==> config.mk <==
export PLATFORM = sky130hd
export DESIGN_NAME = stop_and_wait_arq_node_top
export DESIGN_NICKNAME = d
export VERILOG_FILES = /design/src/design/sawarq_pkg.sv /design/src/design/stop_and_wait_arq_node_top.sv /design/src/design/sawarq_front.sv /design/src/design/sawarq_back.sv /design/src/design/sawarq_outq.sv
export SDC_FILE = /design/constraint.sdc
export NUM_CORES = 1
export LEC_CHECK = 0
export BUFFER_PORTS_ARGS = -buffer_cell sky130_fd_sc_hd__buf_2
export CAP_MARGIN = 40
export CORE_MARGIN = 1.5
export CORE_UTILIZATION = 25
export DETAILED_ROUTE_END_ITERATION = 8
export PLACE_DENSITY = 0.51
export SYNTH_ARGS = -nofsm -noshare
export SYNTH_HDL_FRONTEND = slang
export SYNTH_SLANG_ARGS = --single-unit
export TNS_END_PERCENT = 5
==> constraint.sdc <==
create_clock -name clk -period 10.15 [get_ports clk]
set_clock_uncertainty 0.1 [all_clocks]
set_input_delay 0.5075 -clock clk [delete_from_list [all_inputs] [get_ports clk]]
set_output_delay 0.5075 -clock clk [all_outputs]
set_load 0.01 [all_outputs]
==> src/design/sawarq_pkg.sv <==
// shared types, codes and helpers for the stop-and-wait arq node
`timescale 1ns / 1ps
`default_nettype none

package sawarq_pkg;

    // retransmit queue geometry
    localparam int FIFO_DEPTH = 16;
    localparam int TAG_BITS   = 16;
    localparam int PTR_W      = $clog2(FIFO_DEPTH);
    localparam int CNT_W      = $clog2(FIFO_DEPTH + 1);

    // field widths
    localparam int TIMER_W = 16;
    localparam int TIME_W  = 32;

    // small queues between the parts
    localparam int CMDQ_DEPTH = 2;
    localparam int OUTQ_DEPTH = 2;

    // configuration port
    localparam int ADDR_W = 3;
    localparam int DATA_W = 32;
    localparam logic REG_TIMEOUT = 1'b0;
    localparam logic [TIMER_W-1:0] TIMEOUT_RESET = 16'd1000;

    // request codes
    localparam logic [2:0] REQ_SRC  = 3'd0;
    localparam logic [2:0] REQ_SW   = 3'd1;
    localparam logic [2:0] REQ_NODE = 3'd2;
    localparam logic [2:0] REQ_ACK  = 3'd3;
    localparam logic [2:0] REQ_NAK  = 3'd4;
    localparam logic [2:0] REQ_TICK = 3'd5;

    // result kinds
    localparam logic [1:0] KIND_DATA = 2'd0;
    localparam logic [1:0] KIND_ACK  = 2'd1;
    localparam logic [1:0] KIND_NAK  = 2'd2;
    localparam logic [1:0] KIND_DROP = 2'd3;

    // internal command codes
    localparam logic [1:0] OP_DATA = 2'd0;
    localparam logic [1:0] OP_ACK  = 2'd1;
    localparam logic [1:0] OP_NAK  = 2'd2;
    localparam logic [1:0] OP_TICK = 2'd3;

    typedef struct packed {
        logic [2:0]          req_type;
        logic [TAG_BITS-1:0] packet_tag;
        logic                bit_error;
    } in_item_t;

    typedef struct packed {
        logic [1:0]          out_kind;
        logic                out_port;
        logic [TAG_BITS-1:0] out_tag;
        logic                stamped;
        logic [TIME_W-1:0]   depart_time;
        logic                is_last;
    } out_item_t;

    typedef struct packed {
        logic [1:0]          op;
        logic [TAG_BITS-1:0] tag;
        logic                from_sw;
        logic                from_node;
        logic                bit_error;
    } cmd_t;

    // wrap-around increment of a retransmit queue pointer
    function automatic logic [PTR_W-1:0] ptr_inc(input logic [PTR_W-1:0] p);
        logic [PTR_W-1:0] r;
        if (p == PTR_W'(FIFO_DEPTH - 1))
        begin
            r = '0;
        end
        else
        begin
            r = p + PTR_W'(1);
        end
        return r;
    endfunction

endpackage

`default_nettype wire

==> src/design/stop_and_wait_arq_node_top.sv <==
// top level of the stop-and-wait arq node: register port and part wiring
`timescale 1ns / 1ps
`default_nettype none

// Stop-and-wait ARQ sender with a 16-entry retransmit queue of packet tags.
// Requests (source, switch or node packet, ACK, NAK, tick) enter through a
// two-entry command queue and are carried out by a back engine that owns the
// tag memory, the retransmit timer and the tick counter; results leave
// through a two-entry result queue, one transaction each. An item that gives
// one result, or none, is done in the idle state of the engine; a node packet
// that also sends or drops, and any resend of the head packet, go on to a
// second state that pushes the second result or the registered read of the
// tag memory. The engine takes a new command only in its idle state and
// pushes one result per cycle while the result queue is not full. Request
// codes 6 and 7 are discarded at the input. The timeout register (reset 1000
// ticks) sits at byte address 0 and should be written only while idle.

module stop_and_wait_arq_node_top
    import sawarq_pkg::*;
(
    input  wire logic              clk,
    input  wire logic              rst_n,
    // request queue side
    input  wire logic              push,
    output logic                   full,
    input  wire in_item_t          item,
    // result queue side
    output logic                   empty,
    input  wire logic              pop,
    output out_item_t              result,
    // register port
    input  wire logic              psel,
    input  wire logic              penable,
    input  wire logic              pwrite,
    input  wire logic [ADDR_W-1:0] paddr,
    input  wire logic [DATA_W-1:0] pwdata,
    output logic [DATA_W-1:0]      prdata,
    output logic                   pready
);

    logic [TIMER_W-1:0] timeout_reg;
    logic               reg_hit;
    logic               cmd_valid;
    cmd_t               cmd;
    logic               cmd_pop;
    logic               oq_full;
    logic               oq_push;
    out_item_t          oq_item;

    // register decode
    assign pready  = 1'b1;
    assign reg_hit = (paddr[ADDR_W-1:2] == REG_TIMEOUT);
    assign prdata  = reg_hit ? DATA_W'(timeout_reg) : '0;

    always_ff @(posedge clk or negedge rst_n)
    begin
        if (!rst_n)
        begin
            timeout_reg <= TIMEOUT_RESET;
        end
        else if (psel && penable && pwrite && pready && reg_hit)
        begin
            timeout_reg <= pwdata[TIMER_W-1:0];
        end
    end

    // request classification and command queue
    sawarq_front u_front (
        .clk       (clk),
        .rst_n     (rst_n),
        .push      (push),
        .full      (full),
        .item      (item),
        .cmd_valid (cmd_valid),
        .cmd       (cmd),
        .cmd_pop   (cmd_pop)
    );

    // retransmit engine
    sawarq_back u_back (
        .clk           (clk),
        .rst_n         (rst_n),
        .timeout_ticks (timeout_reg),
        .cmd_valid     (cmd_valid),
        .cmd           (cmd),
        .cmd_pop       (cmd_pop),
        .oq_full       (oq_full),
        .oq_push       (oq_push),
        .oq_item       (oq_item)
    );

    // result queue
    sawarq_outq u_outq (
        .clk     (clk),
        .rst_n   (rst_n),
        .wr      (oq_push),
        .wr_item (oq_item),
        .oq_full (oq_full),
        .pop     (pop),
        .empty   (empty),
        .result  (result)
    );

endmodule

`default_nettype wire

==> src/design/sawarq_front.sv <==
// front part: accepts requests, classifies them and queues commands
`timescale 1ns / 1ps
`default_nettype none

module sawarq_front
    import sawarq_pkg::*;
(
    input  wire logic     clk,
    input  wire logic     rst_n,
    input  wire logic     push,
    output logic          full,
    input  wire in_item_t item,
    output logic          cmd_valid,
    output cmd_t          cmd,
    input  wire logic     cmd_pop
);

    localparam int QP_W = $clog2(CMDQ_DEPTH);
    localparam int QC_W = $clog2(CMDQ_DEPTH + 1);

    cmd_t            q_mem [CMDQ_DEPTH];
    logic [QP_W-1:0] wr_ptr_reg, wr_ptr_next;
    logic [QP_W-1:0] rd_ptr_reg, rd_ptr_next;
    logic [QC_W-1:0] cnt_reg, cnt_next;
    cmd_t            new_cmd;
    logic            new_ok;
    logic            wr_en;

    // classify the request into a command
    always_comb
    begin
        new_cmd.tag       = item.packet_tag;
        new_cmd.from_sw   = 1'b0;
        new_cmd.from_node = 1'b0;
        new_cmd.bit_error = item.bit_error;
        new_cmd.op        = OP_DATA;
        new_ok            = 1'b1;
        unique case (item.req_type)
            REQ_SRC:  new_cmd.op = OP_DATA;
            REQ_SW:
            begin
                new_cmd.op      = OP_DATA;
                new_cmd.from_sw = 1'b1;
            end
            REQ_NODE:
            begin
                new_cmd.op        = OP_DATA;
                new_cmd.from_node = 1'b1;
            end
            REQ_ACK:  new_cmd.op = OP_ACK;
            REQ_NAK:  new_cmd.op = OP_NAK;
            REQ_TICK: new_cmd.op = OP_TICK;
            default:  new_ok = 1'b0;
        endcase
    end

    // command queue pointers
    assign full      = (cnt_reg == QC_W'(CMDQ_DEPTH));
    assign cmd_valid = (cnt_reg != '0);
    assign cmd       = q_mem[rd_ptr_reg];
    assign wr_en     = push && !full && new_ok;

    always_comb
    begin
        wr_ptr_next = wr_ptr_reg;
        rd_ptr_next = rd_ptr_reg;
        cnt_next    = cnt_reg;
        if (wr_en)
        begin
            wr_ptr_next = (wr_ptr_reg == QP_W'(CMDQ_DEPTH - 1)) ? '0 : wr_ptr_reg + QP_W'(1);
        end
        if (cmd_pop)
        begin
            rd_ptr_next = (rd_ptr_reg == QP_W'(CMDQ_DEPTH - 1)) ? '0 : rd_ptr_reg + QP_W'(1);
        end
        if (wr_en && !cmd_pop)
        begin
            cnt_next = cnt_reg + QC_W'(1);
        end
        else if (!wr_en && cmd_pop)
        begin
            cnt_next = cnt_reg - QC_W'(1);
        end
    end

    always_ff @(posedge clk or negedge rst_n)
    begin
        if (!rst_n)
        begin
            wr_ptr_reg <= '0;
            rd_ptr_reg <= '0;
            cnt_reg    <= '0;
        end
        else
        begin
            wr_ptr_reg <= wr_ptr_next;
            rd_ptr_reg <= rd_ptr_next;
            cnt_reg    <= cnt_next;
        end
    end

    // command storage
    always_ff @(posedge clk)
    begin
        if (wr_en)
        begin
            q_mem[wr_ptr_reg] <= new_cmd;
        end
    end

endmodule

`default_nettype wire

==> src/design/sawarq_back.sv <==
// back part: retransmit queue, timer and result generation
`timescale 1ns / 1ps
`default_nettype none

module sawarq_back
    import sawarq_pkg::*;
(
    input  wire logic               clk,
    input  wire logic               rst_n,
    input  wire logic [TIMER_W-1:0] timeout_ticks,
    input  wire logic               cmd_valid,
    input  wire cmd_t               cmd,
    output logic                    cmd_pop,
    input  wire logic               oq_full,
    output logic                    oq_push,
    output out_item_t               oq_item
);

    localparam logic [1:0] ST_IDLE = 2'd0;
    localparam logic [1:0] ST_PEND = 2'd1;
    localparam logic [1:0] ST_HEAD = 2'd2;

    // tag memory of the retransmit queue
    logic [TAG_BITS-1:0] mem_tag [FIFO_DEPTH];
    logic                mem_sw  [FIFO_DEPTH];

    logic [1:0]          st_reg, st_next;
    logic [PTR_W-1:0]    head_reg, head_next;
    logic [PTR_W-1:0]    tail_reg, tail_next;
    logic [CNT_W-1:0]    count_reg, count_next;
    logic                armed_reg, armed_next;
    logic [TIMER_W-1:0]  left_reg, left_next;
    logic [TIME_W-1:0]   tick_reg, tick_next;
    out_item_t           pend_reg, pend_next;
    logic [TAG_BITS-1:0] rd_tag_reg;
    logic                rd_sw_reg;

    logic                wr_en;
    logic                rd_en;
    logic [PTR_W-1:0]    rd_addr;
    logic                q_full;
    logic                q_empty;
    out_item_t           send_item;
    out_item_t           resp_item;
    out_item_t           drop_item;
    out_item_t           head_item;

    assign q_full  = (count_reg == CNT_W'(FIFO_DEPTH));
    assign q_empty = (count_reg == '0);

    // candidate results of the current command
    always_comb
    begin
        send_item.out_kind    = KIND_DATA;
        send_item.out_port    = cmd.from_sw;
        send_item.out_tag     = cmd.tag;
        send_item.stamped     = cmd.from_sw;
        send_item.depart_time = cmd.from_sw ? tick_reg : '0;
        send_item.is_last     = 1'b1;

        resp_item.out_kind    = cmd.bit_error ? KIND_NAK : KIND_ACK;
        resp_item.out_port    = 1'b1;
        resp_item.out_tag     = '0;
        resp_item.stamped     = 1'b0;
        resp_item.depart_time = '0;
        resp_item.is_last     = !(q_full || q_empty);

        drop_item.out_kind    = KIND_DROP;
        drop_item.out_port    = 1'b0;
        drop_item.out_tag     = cmd.tag;
        drop_item.stamped     = 1'b0;
        drop_item.depart_time = '0;
        drop_item.is_last     = 1'b1;

        head_item.out_kind    = KIND_DATA;
        head_item.out_port    = rd_sw_reg;
        head_item.out_tag     = rd_tag_reg;
        head_item.stamped     = rd_sw_reg;
        head_item.depart_time = rd_sw_reg ? tick_reg : '0;
        head_item.is_last     = 1'b1;
    end

    // command execution
    always_comb
    begin
        st_next    = st_reg;
        head_next  = head_reg;
        tail_next  = tail_reg;
        count_next = count_reg;
        armed_next = armed_reg;
        left_next  = left_reg;
        tick_next  = tick_reg;
        pend_next  = pend_reg;
        wr_en      = 1'b0;
        rd_en      = 1'b0;
        rd_addr    = head_reg;
        cmd_pop    = 1'b0;
        oq_push    = 1'b0;
        oq_item    = head_item;
        unique case (st_reg)
            ST_IDLE:
            begin
                if (cmd_valid && !oq_full)
                begin
                    cmd_pop = 1'b1;
                    unique case (cmd.op)
                        OP_DATA:
                        begin
                            if (cmd.from_node)
                            begin
                                oq_push = 1'b1;
                                oq_item = resp_item;
                                if (q_full)
                                begin
                                    pend_next = drop_item;
                                    st_next   = ST_PEND;
                                end
                                else if (q_empty)
                                begin
                                    pend_next = send_item;
                                    st_next   = ST_PEND;
                                end
                            end
                            else if (q_full)
                            begin
                                oq_push = 1'b1;
                                oq_item = drop_item;
                            end
                            else if (q_empty)
                            begin
                                oq_push = 1'b1;
                                oq_item = send_item;
                            end
                            if (!q_full)
                            begin
                                wr_en      = 1'b1;
                                tail_next  = ptr_inc(tail_reg);
                                count_next = count_reg + CNT_W'(1);
                                if (q_empty)
                                begin
                                    armed_next = 1'b1;
                                    left_next  = timeout_ticks;
                                end
                            end
                        end
                        OP_ACK:
                        begin
                            armed_next = 1'b0;
                            left_next  = '0;
                            if (!q_empty)
                            begin
                                head_next  = ptr_inc(head_reg);
                                count_next = count_reg - CNT_W'(1);
                                if (count_reg != CNT_W'(1))
                                begin
                                    rd_en      = 1'b1;
                                    rd_addr    = ptr_inc(head_reg);
                                    st_next    = ST_HEAD;
                                    armed_next = 1'b1;
                                    left_next  = timeout_ticks;
                                end
                            end
                        end
                        OP_NAK:
                        begin
                            armed_next = 1'b0;
                            left_next  = '0;
                            if (!q_empty)
                            begin
                                rd_en      = 1'b1;
                                st_next    = ST_HEAD;
                                armed_next = 1'b1;
                                left_next  = timeout_ticks;
                            end
                        end
                        OP_TICK:
                        begin
                            tick_next = tick_reg + TIME_W'(1);
                            if (armed_reg)
                            begin
                                if (left_reg <= TIMER_W'(1))
                                begin
                                    armed_next = 1'b0;
                                    left_next  = '0;
                                    if (!q_empty)
                                    begin
                                        rd_en      = 1'b1;
                                        st_next    = ST_HEAD;
                                        armed_next = 1'b1;
                                        left_next  = timeout_ticks;
                                    end
                                end
                                else
                                begin
                                    left_next = left_reg - TIMER_W'(1);
                                end
                            end
                        end
                    endcase
                end
            end
            ST_PEND:
            begin
                if (!oq_full)
                begin
                    oq_push = 1'b1;
                    oq_item = pend_reg;
                    st_next = ST_IDLE;
                end
            end
            ST_HEAD:
            begin
                if (!oq_full)
                begin
                    oq_push = 1'b1;
                    oq_item = head_item;
                    st_next = ST_IDLE;
                end
            end
            default: st_next = ST_IDLE;
        endcase
    end

    // control state
    always_ff @(posedge clk or negedge rst_n)
    begin
        if (!rst_n)
        begin
            st_reg    <= ST_IDLE;
            head_reg  <= '0;
            tail_reg  <= '0;
            count_reg <= '0;
            armed_reg <= 1'b0;
            left_reg  <= '0;
            tick_reg  <= '0;
        end
        else
        begin
            st_reg    <= st_next;
            head_reg  <= head_next;
            tail_reg  <= tail_next;
            count_reg <= count_next;
            armed_reg <= armed_next;
            left_reg  <= left_next;
            tick_reg  <= tick_next;
        end
    end

    // pending second result
    always_ff @(posedge clk)
    begin
        pend_reg <= pend_next;
    end

    // tag memory write and registered head read
    always_ff @(posedge clk)
    begin
        if (wr_en)
        begin
            mem_tag[tail_reg] <= cmd.tag;
            mem_sw[tail_reg]  <= cmd.from_sw;
        end
        if (rd_en)
        begin
            rd_tag_reg <= mem_tag[rd_addr];
            rd_sw_reg  <= mem_sw[rd_addr];
        end
    end

    // checks
    a_count_bound: assert property (@(posedge clk) disable iff (!rst_n)
        count_reg <= CNT_W'(FIFO_DEPTH))
        else $error("retransmit queue count beyond depth");

    a_empty_ptrs: assert property (@(posedge clk) disable iff (!rst_n)
        (count_reg == '0) |-> (head_reg == tail_reg))
        else $error("empty queue with unequal pointers");

    a_head_nonempty: assert property (@(posedge clk) disable iff (!rst_n)
        (st_reg == ST_HEAD) |-> (count_reg != '0))
        else $error("head resend from an empty queue");

    a_idle_timer: assert property (@(posedge clk) disable iff (!rst_n)
        !armed_reg |-> (left_reg == '0))
        else $error("disarmed timer holds a count");

    a_send_arms: assert property (@(posedge clk) disable iff (!rst_n)
        (oq_push && oq_item.out_kind == KIND_DATA) |=> armed_reg)
        else $error("data send without an armed timer");

endmodule

`default_nettype wire

==> src/design/sawarq_outq.sv <==
// result queue between the back part and the result port
`timescale 1ns / 1ps
`default_nettype none

module sawarq_outq
    import sawarq_pkg::*;
(
    input  wire logic      clk,
    input  wire logic      rst_n,
    input  wire logic      wr,
    input  wire out_item_t wr_item,
    output logic           oq_full,
    input  wire logic      pop,
    output logic           empty,
    output out_item_t      result
);

    localparam int QP_W = $clog2(OUTQ_DEPTH);
    localparam int QC_W = $clog2(OUTQ_DEPTH + 1);

    out_item_t       q_mem [OUTQ_DEPTH];
    logic [QP_W-1:0] wr_ptr_reg, wr_ptr_next;
    logic [QP_W-1:0] rd_ptr_reg, rd_ptr_next;
    logic [QC_W-1:0] cnt_reg, cnt_next;
    logic            do_wr;
    logic            do_rd;

    assign oq_full = (cnt_reg == QC_W'(OUTQ_DEPTH));
    assign empty   = (cnt_reg == '0);
    assign result  = q_mem[rd_ptr_reg];
    assign do_wr   = wr && !oq_full;
    assign do_rd   = pop && !empty;

    // pointer and count update
    always_comb
    begin
        wr_ptr_next = wr_ptr_reg;
        rd_ptr_next = rd_ptr_reg;
        cnt_next    = cnt_reg;
        if (do_wr)
        begin
            wr_ptr_next = (wr_ptr_reg == QP_W'(OUTQ_DEPTH - 1)) ? '0 : wr_ptr_reg + QP_W'(1);
        end
        if (do_rd)
        begin
            rd_ptr_next = (rd_ptr_reg == QP_W'(OUTQ_DEPTH - 1)) ? '0 : rd_ptr_reg + QP_W'(1);
        end
        if (do_wr && !do_rd)
        begin
            cnt_next = cnt_reg + QC_W'(1);
        end
        else if (!do_wr && do_rd)
        begin
            cnt_next = cnt_reg - QC_W'(1);
        end
    end

    always_ff @(posedge clk or negedge rst_n)
    begin
        if (!rst_n)
        begin
            wr_ptr_reg <= '0;
            rd_ptr_reg <= '0;
            cnt_reg    <= '0;
        end
        else
        begin
            wr_ptr_reg <= wr_ptr_next;
            rd_ptr_reg <= rd_ptr_next;
            cnt_reg    <= cnt_next;
        end
    end

    // result storage
    always_ff @(posedge clk)
    begin
        if (do_wr)
        begin
            q_mem[wr_ptr_reg] <= wr_item;
        end
    end

endmodule

`default_nettype wire
==> impl_metrics.yaml, run 1 <==
run_status:
  outcome: "finished with violations"
  violations: "DRC"
routing:
  wl_met2_um: 26600
  top_layer_used: "met4"
  vias: 14700
  routed-wl-met3_um: 3000
  totalWireLength_um: 59500
  wl_met1_um: 28800
  wl_per_cell_um: 18.7
  vias_per_cell: 4.62
  drtIter0Drc: 1161
  drc: 20
  dr.pass1.iters: 7
  ant_nets: 0
power:
  clkPwrFrac_pct: 25.1
  internal-power_mw: 5.46
  p_leak_nw: 10.4
  p_sw_mw: 3.05
  swShare_pct: 35.9
  powerDensity_mw_per_mm2: 292
  combPwrFrac_pct: 34.8
  p_total_mw: 8.51
  share_seq_of_total_power_pct: 40.0
  ir_drop_uv: 182
setup_path:
  crit_family: "simple AND/OR/NAND/NOR gates"
  critical_path_required_ns: 10.37
  worst_path_largest_cell_delay_ns: 0.67
  cp_slowest_cell: "nand2_1"
  arrival_ns: 4.90
  cp-end-kind: "register"
  cp-start-kind: "register"
  critPathKind: "register to register"
  critPathMostFrequentCell: "buf_4"
  cp_max_fo: 37
  crit_cells: 12
  r2r-start: "u_back.st_reg[1]"
  crit_buf_inv: 5
  crit_start: "u_back.st_reg[1]"
  crit_chain: "inv_1 -> ha_1 -> buf_4 -> and3_1 -> inv_2 -> o21ai_4 -> buf_4 -> nand2_2 -> buf_4 -> nand2_1 -> o22ai_1 -> or4_1"
  rr_worst_depth: 12
layout:
  largest_register_ff_count: 256
  area_delta_synth_final_pct: 18.8
  final_cells: 3186
  utilization_pct: 30.1
  fin_area_mm2: 0.0291
  fillerInstances: 9593
  nNetsFinal: 1936
  drive_above_1_share_pct: 22.0
timing:
  layout_setup_ws_ns: 5.47
  tightest_slew_ns: 0.926
  max_freq_ghz: 0.214
  rsz0062_at_grt: "no"
  setup_viol: 0
  layout_min_cycle_time_ns: 4.68
  hold_viol_final: 0
  relSlewSlack_pct: 38.3
  period_share_pct: 46.1
  setup_tns_ns: 0
  hold_slack_ns: 0.0372
  slew_violations: 0
logic_synthesis:
  yosys_warnings: 0
  seq_area_frac_synth_pct: 68.7
  synth-main-ff-cell: "edfxtp_1"
  ys_seq_elements: 575
  synth_top_cell_area_share_pct: 59.7
  syn_inst: 1683
  synthArstFlopShare_pct: 15.3
  synth_most_common_cell: "edfxtp_1"
  synth_edf_count: 487
  syn_area_per_cell_um2: 14.6
  syn_area_mm2: 0.0245
  synthTopCellsByCount: "edfxtp_1, nand2_1, mux2_2, dfrtp_1, and2_1"
  ys_types: 72
  ys_top_cells_by_area: "edfxtp_1, dfrtp_1, mux2_2, nand2_1, a22o_1"
  synth_area_leader_cell: "edfxtp_1"
clock_tree:
  cts_resized: 0
  clock_latency_ns: 0.64
  clockBufferDepth: 3
  clkTransAtPathRegs_ns: 0.06
  htree_levels: 2
  cts-buffers-inserted: 59
  cts.sinks: 575
  tritoncts: "built"
  cts_setup_buffers: 0
  cts_root_buf: "clkbuf_16"
hold_path:
  worstHoldPathType: "primary input to register"
  min-delay-start: "pwdata[5]"
  whs_path_depth: 2
floorplan:
  die_w_um: 316
  rows: 114
  initial_core_util_pct: 25.3
  die_h_um: 316
  ios: 150
  die_area_mm2: 0.0999
  coreArea_mm2: 0.0969
global_route:
  grt_pass1_wl_um: 90200
  antenna_found_initial: 1
  grt_usage_pct: 11.7
  grt_pass1_vias: 14700
  grt_overflow: 0
  grt_max_degree: 63
placed_design:
  port_buffers: 114
  post-place-cells: 3039
  placed_cell_area_mm2: 0.0269
  gp_congestion: 0.781
  dpl.hpwl_um: 38100
  pre_cts_ws_ns: 5.45
run:
  cap_violations: 0
[cells in the final DEF (no fill, tap or decap), types with 15 or more instances in the layout]
| master | instances |
|---|---|
| nand3_1 | 25 |
| o21ai_0 | 35 |
| buf_2 | 114 |
| xor2_1 | 27 |
| a22o_1 | 53 |
| dfrtp_1 | 81 |
| clkbuf_16 | 60 |
| inv_1 | 23 |
| mux2_2 | 106 |
| dlygate4sd3_1 | 33 |
| a21o_1 | 21 |
| nor2b_1 | 26 |
| and3_1 | 41 |
| nor3_1 | 21 |
| o221a_2 | 15 |
| o22ai_1 | 18 |
| nand2_1 | 138 |
| ha_1 | 17 |
| buf_8 | 19 |
| edfxtp_1 | 487 |
| a311oi_1 | 35 |
| or4_1 | 21 |
| and2_1 | 67 |
| buf_4 | 36 |
| a211oi_1 | 38 |
| nor2_1 | 43 |
| conb_1 | 17 |
| clkinv_2 | 20 |
| mux2i_1 | 37 |
| a21boi_0 | 16 |
| a21oi_1 | 27 |
| xnor2_1 | 28 |
| a221o_1 | 16 |
[routing by layer]
metal / GRT usage, % / vias up
met1: 17.2 / 7475
met4: 3.19 / 0
met2: 18.0 / 352
li1: - / 6802
met5: 0 / -
met3: 1.70 / 77
[power by group through the flow]
stage | combinational (mW) | clock (mW) | sequential, mW
global route | 3.24 | 2.29 | 3.45
global placement | 2.86 | 0 | 3.44
finish | 2.96 | 2.14 | 3.41
floorplan | 1.99 | 0 | 3.37
detailed placement | 2.98 | 0 | 3.46
CTS | 3.00 | 2.20 | 3.41
[repair_timing]
item	CTS	global route
hold endpoints to repair	78	0
hold buffers	33	0
setup endpoints to repair	0	0
[worst register-to-register path, stage by stage, from the launching register on]
cell and delay [ns]:
dfrtp_1 0.40, inv_1 0.09, ha_1 0.14, buf_4 0.29
and3_1 0.46, inv_2 0.27, o21ai_4 0.20, buf_4 0.38
nand2_2 0.18, buf_4 0.30, nand2_1 0.70, o22ai_1 0.30
or4_1 0.57
[logic make-up after synthesis]
kind of cell / after synthesis / synth area share (%)
mux: 143 / 6.38
compound gates: 316 / 9.93
other cells: 2 / 0.0306
flops: 575 / 68.7
fa+ha+maj: 17 / 0.868
xor+xnor: 55 / 1.97
buf+inv: 132 / 2.59
simple gates: 443 / 9.55
[layout make-up]
type,instances,area [um2],share of cell area [%]
diodes,2,5.00,0.0172
clock inverters,33,297,1.02
repair buffers,206,1540,5.30
well taps,1276,1600,5.48
flip-flops and latches,575,16800,57.8
multi-input cells,991,7130,24.5
inverters,24,90.1,0.309
clock buffers,79,1630,5.61
[path summary, 6_finish.rpt]
kind / endpoint / slack [ns]
worst min-delay path: timeout_reg[5] / 0.04
worst max-delay path: u_back.rd_tag_reg[3] / 5.47
worst min register to register: u_back.tick_reg[31] / 0.39
max in group asynchronous: timeout_reg[7] / 8.82
worst max register to register: u_back.rd_tag_reg[3] / 5.47
min in group asynchronous: u_back.tick_reg[31] / 0.22
Note: power is estimated with default switching activity, not from simulation.
==> run 2: changes to the inputs <==
--- a/config.mk
+++ b/config.mk
@@ -10,7 +10,7 @@
 export CORE_MARGIN = 1.5
 export CORE_UTILIZATION = 25
 export DETAILED_ROUTE_END_ITERATION = 8
-export PLACE_DENSITY = 0.51
+export PLACE_DENSITY = 0.52
 export SYNTH_ARGS = -nofsm -noshare
 export SYNTH_HDL_FRONTEND = slang
 export SYNTH_SLANG_ARGS = --single-unit
==> constraint.sdc (replaced) <==
create_clock -name clk -period 4.11 [get_ports clk]
set_clock_uncertainty 0.1 [all_clocks]
set_input_delay 0.2055 -clock clk [delete_from_list [all_inputs] [get_ports clk]]
set_output_delay 0.2055 -clock clk [all_outputs]
set_load 0.01 [all_outputs]
==> run 2 against run 1 <==
The run still ends with DRC left. Sequential power rose by 150%. Critical path depth fell by 3. Hold slack got worse by 0.033 ns. Critical endpoint is now u_back.rd_tag_reg[5]. Largest power group unchanged.
==> impl_metrics.yaml, run 2 (synthesis gave the netlist of run 1 again) <==
run_status:
  outcome: "finished with violations"
  violations: "DRC"
clock_tree:
  cts_root_buf: "clkbuf_16"
  clkTransAtPathRegs_ns: 0.06
  clock_latency_ns: 0.63
  cts.sinks: 575
  cts_resized: 0
  htree_levels: 2
  tritoncts: "built"
  clockBufferDepth: 3
  cts-buffers-inserted: 59
global_route:
  grt_usage_pct: 11.6
  grt_pass1_wl_um: 89600
  grt_max_degree: 73
  grt_pass1_vias: 14700
  antenna_found_initial: 2
  grt_overflow: 0
layout:
  final_cells: 3198
  nNetsFinal: 1954
  area_delta_synth_final_pct: 19.0
  drive_above_1_share_pct: 21.5
  fillerInstances: 9607
  n_antenna_cell: 0
  final_cell_mix: "edfxtp_1, nand2_1, buf_2"
  final_common_cell: "edfxtp_1"
  utilization_pct: 30.1
  largest_register_ff_count: 256
power:
  ir_drop_uv: 402
  powerDensity_mw_per_mm2: 717
  p_total_mw: 20.9
  p_leak_nw: 10.4
setup_path:
  crit_buf_inv: 2
  worstReg2RegEnd: "u_back.rd_tag_reg[5]"
  rr_worst_depth: 9
  critical_path_required_ns: 4.33
  r2r_setup_slack_ns: 0.49
  critPathKind: "register to register"
  crit_chain: "ha_1 -> inv_1 -> nor3_1 -> or4_4 -> and2_2 -> buf_12 -> mux2i_1 -> o22ai_1 -> or4_1"
  endpoint: "u_back.rd_tag_reg[5]"
  crit_cells: 9
  worst_path_largest_cell_delay_ns: 0.54
  cp_slowest_cell: "or4_1"
  cp-end-kind: "register"
  arrival_ns: 3.83
  r2r-start: "u_back.head_reg[0]"
  crit_family: "simple AND/OR/NAND/NOR gates"
  cp-start-kind: "register"
  cp_max_fo: 24
  crit_start: "u_back.head_reg[0]"
routing:
  drc: 12
  vias: 14800
  vias_per_cell: 4.62
  totalWireLength_um: 59000
  dr.pass1.iters: 7
  ant_nets: 0
  drtIter0Drc: 1177
  wl_per_cell_um: 18.4
placed_design:
  pre_cts_ws_ns: 0.519
  gp_congestion: 0.792
  dpl.hpwl_um: 38500
  post-place-cells: 3048
  port_buffers: 114
timing:
  max_freq_ghz: 0.276
  rsz0062_at_grt: "no"
  relSlewSlack_pct: 45.9
  setup_viol: 0
  tightest_slew_ns: 0.808
  slew_violations: 0
  layout_min_cycle_time_ns: 3.62
  hold_viol_final: 0
  layout_setup_ws_ns: 0.492
  setup_tns_ns: 0
  period_share_pct: 88.0
run:
  cap_violations: 0
floorplan:
  die_area_mm2: 0.0999
  initial_core_util_pct: 25.3
  ios: 150
  coreArea_mm2: 0.0969
  die_h_um: 316
  die_w_um: 316
  rows: 114
hold_path:
  worstHoldPathType: "primary input to asynchronous set/reset pin"
-- run 2: cell count changes in the layout (fill, tap and decap cells not counted), moves of 2 or more --
cell / before / now
buf_8: 19 / 3
buf_12: 1 / 8
dlygate4sd3_1: 33 / 41
diode_2: 2 / 0
clkinv_2: 20 / 10
clkbuf_8: 6 / 2
inv_6: 2 / 0
clkbuf_1: 13 / 18
clkinv_1: 4 / 12
buf_4: 36 / 56
-- run 2: where the power goes --
group | leakage [nW] | internal, mW | switching, mW | total (mW)
combinational | 3.96 | 2.73 | 4.68 | 7.41
clock | 0.894 | 2.90 | 2.21 | 5.11
sequential | 5.58 | 7.86 | 0.531 | 8.39
total | 10.4 | 13.5 | 7.42 | 20.9
-- run 2: per-stage QoR --
step	cell area, um2	hold slack (ns)
floorplan	24600	-0.190
detailed placement	26900	0.0300
global placement	26800	0.296
finish	29200	0.00458
global route	29200	0.0130
CTS	29100	0.000670
-- run 2: layer usage --
metal,vias to the layer above,track usage (%),routed length [um]
li1,6824,-,-
met1,7505,17.0,28400
met2,371,17.5,26200
met3,78,1.98,3180
met4,0,3.37,1180
met5,-,0,0
-- run 2: worst min-delay path, cell delays in order --
cell,delay (ns)
dlygate4sd3_1,0.52
buf_4,0.14
buf_16,0.24
-- run 2: final cells by class --
| cell class | count | area (um2) | share of cell area [%] |
|---|---|---|---|
| Multi-Input combinational cell | 991 | 7140 | 24.5 |
| Clock buffer | 80 | 1600 | 5.47 |
| Tap cell | 1276 | 1600 | 5.47 |
| Sequential cell | 575 | 16800 | 57.7 |
| Timing Repair Buffer | 224 | 1660 | 5.70 |
| Clock inverter | 28 | 239 | 0.819 |
| Inverter | 24 | 90.1 | 0.309 |
-- run 2: what timing repair did --
action                                 CTS  global route
hold buffers                            41             0
endpoints found under the hold margin  125             0
buffers inserted                         0             0
-- run 2: how the worst min path moves through the flow --
stage / startpoint / end / slack [ns]
final: rst_n / u_back.tick_reg[11] / 0.005
after global placement: rst_n / u_back.tick_reg[31] / 0.30
after floorplan: rst_n / timeout_reg[0] / -0.19
after CTS: rst_n / u_back.tick_reg[11] / 0.0007
after detailed placement: rst_n / u_back.tick_reg[29] / 0.03
after global routing: rst_n / u_back.tick_reg[11] / 0.01
